<file path="src/hdl/art_pkg.sv">
package art_pkg;

  typedef enum logic [1:0] {
    REQ_ADD    = 2'd0,
    REQ_DELETE = 2'd1,
    REQ_LOOKUP = 2'd2,
    REQ_TICK   = 2'd3
  } req_t;

  typedef enum logic [1:0] {
    ST_OK        = 2'd0,
    ST_REJECTED  = 2'd1,
    ST_FULL      = 2'd2,
    ST_NOT_FOUND = 2'd3
  } status_t;

  // one table slot as stored in the RAM word
  typedef struct packed {
    logic        valid;
    logic [31:0] key;
    logic [47:0] mac;
    logic [7:0]  port;
    logic [7:0]  hops;
    logic [31:0] born;
  } entry_t;

  localparam int ENTRY_W = $bits(entry_t);

endpackage

</file>
<file path="src/hdl/art_ram.sv">
module art_ram #(
  parameter int WIDTH = 8,
  parameter int DEPTH = 32
) (
  input  logic                                  clk,
  input  logic                                  we,
  input  logic [(DEPTH > 1 ? $clog2(DEPTH) : 1)-1:0] waddr,
  input  logic [WIDTH-1:0]                      wdata,
  input  logic [(DEPTH > 1 ? $clog2(DEPTH) : 1)-1:0] raddr,
  output logic [WIDTH-1:0]                      rdata
);

  logic [WIDTH-1:0] mem [DEPTH];

  always_ff @(posedge clk) begin
    if (we) begin
      mem[waddr] <= wdata;
    end
    rdata <= mem[raddr];
  end

endmodule

</file>
<file path="src/hdl/aging_route_table_unit.sv">
// Route table with aging, keyed by destination IPv4 address.
// Request channel (in_valid / in_stall) carries req_type and the route fields;
// one result per request leaves on the result channel (out_valid / out_stall).
// timeout_seconds is written through cfg_write / cfg_wdata; the user must write
// it only while no request is in flight, the block does not enforce this.
// All slots live in one RAM with a registered read. Add, delete and lookup
// sweep every slot: one read per cycle, purge of expired slots (add and lookup
// only) and key match on the returned word, write-back of removed slots in the
// cycle after the read. Add writes the new route in a closing cycle. A request
// passes the SCAN, FLUSH, FINISH and PUT states to the result register, a tick
// goes straight to PUT; a new request is taken in the cycle after the result is
// registered, so requests do not overlap; the rate is set by the single RAM
// read port. Reset clears the seconds counter and timeout and then runs a
// clearing sweep over all ENTRIES slots of the RAM; requests stall until it is
// done. A stalled result stays in the output register; the next request is
// still accepted and computed, and waits for the register only at its end.
module aging_route_table_unit #(
  parameter int ENTRIES = 32
) (
  input  logic        clk,
  input  logic        rst,
  input  logic        cfg_write,
  input  logic [15:0] cfg_wdata,
  input  logic        in_valid,
  output logic        in_stall,
  input  logic [1:0]  req_type,
  input  logic [31:0] dest_ip,
  input  logic [47:0] dest_mac,
  input  logic [7:0]  out_port,
  input  logic [7:0]  new_hops,
  input  logic        force_req,
  output logic        out_valid,
  input  logic        out_stall,
  output logic [1:0]  status,
  output logic        found,
  output logic [7:0]  route_port,
  output logic [7:0]  route_hops,
  output logic [47:0] route_mac
);

  localparam int IDX_W = (ENTRIES > 1) ? $clog2(ENTRIES) : 1;
  localparam logic [IDX_W-1:0] LAST_IDX = IDX_W'(ENTRIES - 1);

  typedef enum logic [5:0] {
    S_CLEAR  = 6'b000001,
    S_IDLE   = 6'b000010,
    S_SCAN   = 6'b000100,
    S_FLUSH  = 6'b001000,
    S_FINISH = 6'b010000,
    S_PUT    = 6'b100000
  } state_t;

  state_t state;

  logic [15:0] timeout_seconds;
  logic [31:0] now_seconds;

  // latched request
  art_pkg::req_t req_op;
  logic [31:0]   req_ip;
  logic [47:0]   req_mac;
  logic [7:0]    req_port;
  logic [7:0]    req_hops;
  logic          req_force;

  logic [IDX_W-1:0] clr_idx;
  logic [IDX_W-1:0] rd_idx;
  logic [IDX_W-1:0] chk_idx;
  logic             chk;

  // sweep results
  logic             match_hit;
  logic             reject_hit;
  logic [47:0]      match_mac;
  logic [7:0]       match_port;
  logic [7:0]       match_hops;
  logic             free_hit;
  logic [IDX_W-1:0] free_idx;

  // pending result
  art_pkg::status_t res_status;
  logic             res_found;
  logic [7:0]       res_port;
  logic [7:0]       res_hops;
  logic [47:0]      res_mac;

  logic                         ram_we;
  logic [IDX_W-1:0]             ram_waddr;
  logic [art_pkg::ENTRY_W-1:0]  ram_wdata;
  logic [art_pkg::ENTRY_W-1:0]  ram_rdata;

  art_pkg::entry_t rd_word;
  art_pkg::entry_t kill_word;
  art_pkg::entry_t new_word;
  logic [31:0]     age;
  logic            do_purge;
  logic            kill;
  logic            live;
  logic            is_match;
  logic            worse;
  logic            remove;
  logic            slot_free;
  logic            out_free;

  art_ram #(
    .WIDTH(art_pkg::ENTRY_W),
    .DEPTH(ENTRIES)
  ) u_ram (
    .clk  (clk),
    .we   (ram_we),
    .waddr(ram_waddr),
    .wdata(ram_wdata),
    .raddr(rd_idx),
    .rdata(ram_rdata)
  );

  assign in_stall = (state != S_IDLE);
  assign out_free = !out_valid || !out_stall;

  always_comb begin
    rd_word  = art_pkg::entry_t'(ram_rdata);
    age      = now_seconds - rd_word.born;
    do_purge = (req_op == art_pkg::REQ_ADD) || (req_op == art_pkg::REQ_LOOKUP);
    kill     = chk && rd_word.valid && do_purge && (age >= {16'd0, timeout_seconds});
    live     = rd_word.valid && !kill;
    is_match = chk && live && (rd_word.key == req_ip);
    worse    = !req_force && (rd_word.hops != 8'd0) && (rd_word.hops < req_hops);
    remove   = is_match && ((req_op == art_pkg::REQ_DELETE) ||
                            ((req_op == art_pkg::REQ_ADD) && !worse));
    // removal of the old route comes before the free-slot search
    slot_free = chk && (!live || remove);

    kill_word       = rd_word;
    kill_word.valid = 1'b0;

    new_word.valid = 1'b1;
    new_word.key   = req_ip;
    new_word.mac   = req_mac;
    new_word.port  = req_port;
    new_word.hops  = req_hops;
    new_word.born  = now_seconds;

    ram_we    = 1'b0;
    ram_waddr = chk_idx;
    ram_wdata = kill_word;
    if (state == S_CLEAR) begin
      ram_we    = 1'b1;
      ram_waddr = clr_idx;
      ram_wdata = '0;
    end else if (chk) begin
      ram_we = kill || remove;
    end else if (state == S_FINISH) begin
      ram_we    = (req_op == art_pkg::REQ_ADD) && !reject_hit && free_hit;
      ram_waddr = free_idx;
      ram_wdata = new_word;
    end
  end

  always_ff @(posedge clk) begin
    if (rst) begin
      state           <= S_CLEAR;
      clr_idx         <= '0;
      rd_idx          <= '0;
      chk             <= 1'b0;
      timeout_seconds <= 16'd0;
      now_seconds     <= 32'd0;
      out_valid       <= 1'b0;
    end else begin
      if (cfg_write) begin
        timeout_seconds <= cfg_wdata;
      end

      chk     <= (state == S_SCAN);
      chk_idx <= rd_idx;

      if ((state == S_PUT) && out_free) begin
        out_valid <= 1'b1;
      end else if (out_valid && !out_stall) begin
        out_valid <= 1'b0;
      end

      if (chk) begin
        if (is_match) begin
          match_hit  <= 1'b1;
          reject_hit <= (req_op == art_pkg::REQ_ADD) && worse;
          match_mac  <= rd_word.mac;
          match_port <= rd_word.port;
          match_hops <= rd_word.hops;
        end
        if (slot_free && !free_hit) begin
          free_hit <= 1'b1;
          free_idx <= chk_idx;
        end
      end

      case (state)
        S_CLEAR: begin
          clr_idx <= clr_idx + 1'b1;
          if (clr_idx == LAST_IDX) begin
            state <= S_IDLE;
          end
        end
        S_IDLE: begin
          if (in_valid) begin
            req_op     <= art_pkg::req_t'(req_type);
            req_ip     <= dest_ip;
            req_mac    <= dest_mac;
            req_port   <= out_port;
            req_hops   <= new_hops;
            req_force  <= force_req;
            rd_idx     <= '0;
            match_hit  <= 1'b0;
            reject_hit <= 1'b0;
            free_hit   <= 1'b0;
            res_status <= art_pkg::ST_OK;
            res_found  <= 1'b0;
            res_port   <= 8'd0;
            res_hops   <= 8'd0;
            res_mac    <= 48'd0;
            if (art_pkg::req_t'(req_type) == art_pkg::REQ_TICK) begin
              now_seconds <= now_seconds + 32'd1;
              state       <= S_PUT;
            end else begin
              state <= S_SCAN;
            end
          end
        end
        S_SCAN: begin
          if (rd_idx == LAST_IDX) begin
            state <= S_FLUSH;
          end else begin
            rd_idx <= rd_idx + 1'b1;
          end
        end
        S_FLUSH: begin
          state <= S_FINISH;
        end
        S_FINISH: begin
          case (req_op)
            art_pkg::REQ_ADD: begin
              if (reject_hit) begin
                res_status <= art_pkg::ST_REJECTED;
              end else if (!free_hit) begin
                res_status <= art_pkg::ST_FULL;
              end
            end
            art_pkg::REQ_DELETE: begin
              if (!match_hit) begin
                res_status <= art_pkg::ST_NOT_FOUND;
              end
            end
            art_pkg::REQ_LOOKUP: begin
              if (match_hit) begin
                res_found <= 1'b1;
                res_port  <= match_port;
                res_hops  <= match_hops;
                res_mac   <= match_mac;
              end else begin
                res_status <= art_pkg::ST_NOT_FOUND;
              end
            end
            default: begin
              res_status <= art_pkg::ST_OK;
            end
          endcase
          state <= S_PUT;
        end
        S_PUT: begin
          if (out_free) begin
            status     <= res_status;
            found      <= res_found;
            route_port <= res_port;
            route_hops <= res_hops;
            route_mac  <= res_mac;
            state      <= S_IDLE;
          end
        end
        default: begin
          state <= S_IDLE;
        end
      endcase
    end
  end

endmodule
</file>
<file path="config.mk">
export PLATFORM = sky130hd
export DESIGN_NAME = aging_route_table_unit
export DESIGN_NICKNAME = d
export VERILOG_FILES = /design/src/hdl/art_pkg.sv /design/src/hdl/art_ram.sv /design/src/hdl/aging_route_table_unit.sv
export SDC_FILE = /design/constraint.sdc
export NUM_CORES = 2
export LEC_CHECK = 0
export BUFFER_PORTS_ARGS = -buffer_cell sky130_fd_sc_hd__clkbuf_2
export CAP_MARGIN = 20
export CORE_MARGIN = 8
export CORE_UTILIZATION = 40
export DETAILED_ROUTE_END_ITERATION = 8
export SYNTH_ARGS = -nofsm -noshare
export SYNTH_HDL_FRONTEND = slang
export SYNTH_HIERARCHICAL = 1
export SYNTH_MEMORY_MAX_BITS = 65536
export SYNTH_SLANG_ARGS = --single-unit
</file>
<file path="constraint.sdc">
create_clock -name clk -period 10.16 [get_ports clk]
set_input_delay 0.508 -clock clk [delete_from_list [all_inputs] [get_ports clk]]
set_output_delay 0.508 -clock clk [all_outputs]
set_load 0.05 [all_outputs]
</file>
==> key figures <==
Run status
  • Status: finished clean

Synth
  • Mapped Nets: 8434
  • Cell variety after synth: 79
  • Area share of the largest cell type after synthesis: 76.1%
  • Register bit total from synthesis: 4633
  • Synthesized area: 0.175 mm^2
  • Ys async rst share: 0%
  • Number of flops mapped to enable cells by yosys: 4438
  • Gate count after technology mapping: 8250
  • Synth top area cells: edfxtp_1, mux4_2, dfxtp_1, mux2i_1, o22ai_1
  • Yosys warns: 6
  • Syn avg cell area: 21.2 um^2
  • Commonest register cell after synthesis: edfxtp_1
  • Synth area leader: edfxtp_1
  • Seq/Total Area, Yosys: 78.4%

Place
  • Post-DP HPWL: 267 mm
  • Placer Congestion: 0.784
  • Placement Cell Area: 0.185 mm^2
  • Port Buffer Count: 188
  • Placed insts: 14.0k

Drt
  • Post-route ant nets: 0
  • First-pass DRT Iterations: 5
  • DR iter-0 viols: 9944
  • Post-route DRC: 0
  • Routed vias/inst: 5.79
  • Wire length per cell: 31.5 um
  • Drt total wl: 473 mm
  • Via Count: 87.1k

Clocking
  • H-tree Lvls: 5
  • # Post-CTS Setup Buffers: 0
  • CTS buffer count: 457
  • Clk root buf: clkbuf_16
  • Clk Latency, worst-skew pair: 1.00 ns
  • Clk slew on worst S/H paths: 0.06 ns
  • Sink Count: 4633
  • Post-CTS sizing: 0
  • CTS tree: done
  • Clock Path Buffers: 4

GRT
  • Vias in the first global route: 88.6k
  • Initial antenna violation count: 40
  • Total Routing Usage GR: 20.0%
  • Largest net degree at the start of global routing: 149
  • First-pass GRT wire length: 669 mm
  • GRT overflow: 0

Final layout
  • Nets: 9044
  • Share of post-route cells with drive strength above 1: 25.3%
  • Finished Cell Area: 0.202 mm^2
  • Most frequent cells in the layout: edfxtp_1, mux4_2, clkbuf_16
  • Area Growth Syn to Fin: 15.1%
  • Non-filler instance count after layout: 15.0k
  • Leading cell type in the layout, fill and taps excluded: edfxtp_1

Timing
  • F_max: 134 MHz
  • Clock period minus final worst setup slack: 7.48 ns
  • Hold Fails Final Rpt: 0
  • Worst slew pin tran: 1.16 ns
  • Final Hold Slack: 0.152 ns
  • RSZ-0062 raised after global routing: no
  • Pins Over Slew Limit: 0
  • Rel. slew slack: 22.4%
  • Clock skew: 0.0600 ns
  • Final setup viols: 0
  • Tcrit/Tclk final: 73.6%

Power
  • Switching fraction of total power: 27.5%
  • Power Total: 52.2 mW
  • Pwr per Cell Area: 259 mW/mm^2
  • Design internal power: 37.9 mW
  • Clock Power Share: 33.1%
  • VDD IR-drop max: 203 uV
  • Sw power: 14.4 mW
  • Leakage: 62.1 nW
  • Logic pwr share: 15.9%
  • Flop pwr share: 51.1%

Critical path
  • CP Capture Type: flop
  • Req. time, crit path: 10.76 ns
  • CP arrival: 8.07 ns
  • Worst setup path start: now_seconds[0]
  • Critical path startpoint category: flop
  • Crit Path Class: flop to flop
  • FF-to-FF Start: now_seconds[0]
  • Crit-path max FO: 79

Floorplan
  • Core ar.: 0.437 mm^2
  • Initial Util: 40.1%
  • Die area: 0.459 mm^2
  • Die W: 677 um
  • # rows: 243
  • Top-Level Pins: 189
  • Die height: 677 um

Worst hold path
  • Hold Crit Class: input port to flop
  • Hold Path Origin: in_valid

Job
  • Max-cap violation count: 0
==> synthesized netlist by cell type, drive strengths merged (4+ instances only) <==
library cell,number
edfxtp,4438
mux4,916
o22ai,401
nand2,338
mux2i,253
buf,244
clkbuf,199
dfxtp,195
a21oi,184
a22oi,176
nor2,142
nor4,111
nand3,89
and2,69
inv,67
ha,63
nand4,56
xnor2,48
xor2,36
o21ai,34
a211oi,14
nand2b,13
nor3,13
or3,13
o21a,12
a21o,11
and3,11
nor2b,11
a31oi,10
nand3b,7
nor3b,6
and4,5
nand4b,5
o2111ai,5
a211o,4
a21boi,4
nor4b,4
o211ai,4
or3b,4
==> registers in the layout (all words and copies together) (netlist names), 16 cells and up <==
| signal | count |
|---|---|
| req_mac | 48 |
| u_ram/mem | 4128 |
| match_mac | 48 |
| timeout_seconds | 16 |
| req_ip | 32 |
| route_mac | 48 |
| now_seconds | 32 |
| u_ram/rdata | 129 |
| res_mac | 48 |
==> power by group through the flow <==
stage	sequential, mW	combinational [mW]	clock (mW)
4_1_cts	26.7	8.25	17.5
3_3_place_gp	27.0	7.87	0
3_5_place_dp	27.1	8.21	0
5_1_grt	26.8	8.73	18.2
6_report	26.7	8.29	17.3
2_1_floorplan	27.4	3.72	0
==> through the flow <==
| stage | setup TNS, ns | worst slack (ns) | utilization (%) |
|---|---|---|---|
| final | 0 | 2.68 | 46.1 |
| after global routing | 0 | 2.38 | 46.1 |
| after CTS | 0 | 2.71 | 46.1 |
| after detailed placement | 0 | 2.75 | 42.3 |
| after global placement | 0 | 2.50 | 42.2 |
| after floorplan | -56.08 | -0.0596 | - |
==> area by class of cell <==
class / instances / area, um^2
Fill cell: 35800 / 235000
Sequential cell: 4633 / 137000
Multi-Input combinational cell: 3107 / 36300
Clock buffer: 575 / 12300
Tap cell: 5757 / 7200
Timing Repair Buffer: 594 / 5160
Clock inverter: 287 / 3100
Inverter: 67 / 259
Antenna cell: 15 / 37.5
==> per-layer routing <==
metal	global-route usage (%)	vias to the layer above	share of wire, %
met2	33.4	3807	49
met4	5.91	10	3.0
met5	0	-	0.015
met1	27.2	46900	40
met3	3.24	657	7.7
li1	-	35700	-
==> worst max-delay path, stage by stage (launching register included) <==
cell and delay [ns]:
dfxtp_1 0.42, inv_1 0.07, ha_1 0.22, fa_1 0.40, nand2b_1 0.19, a21o_1 0.22, nand2_1 0.11, nand3_1 0.09
nand2_1 0.11, a21boi_0 0.11, xnor2_1 0.15, ha_1 0.32, nand4_1 0.13, or4_1 0.55, a21oi_1 0.29, a21oi_1 0.07
o2111ai_1 0.09, nor4_1 0.08, nand4_1 0.31, o32ai_2 0.26, o2111ai_1 0.44, nand3b_1 0.76, nor2_4 0.95, buf_12 0.50
==> path summary, 6_finish.rpt <==
check                           end  slack (ns)  depth (start not counted)
hold / removal             state[1]        0.15                          4
setup reg to reg  u_ram/mem[30][80]        2.68                         23
setup / recovery  u_ram/mem[30][80]        2.68                         23
hold reg to reg        route_mac[7]        0.42                          0
==> cells by family after synthesis <==
| family | share of synthesized area, % |
|---|---|
| buffers and inverters | 1.41 |
| DFF | 78.4 |
| xor gates and xnor gates | 0.420 |
| muxes | 13.3 |
| AOI/OAI and AO/OA | 3.21 |
| adders and majority gates | 0.462 |
| and+or+nand+nor | 2.88 |
==> repair_timing <==
action / 4_1_cts / 5_1_grt
hold buffers: 116 / 0
hold endpoints to repair: 127 / 0
endpoints found under the setup margin: 0 / 0
(Power assumes the default switching activity.)
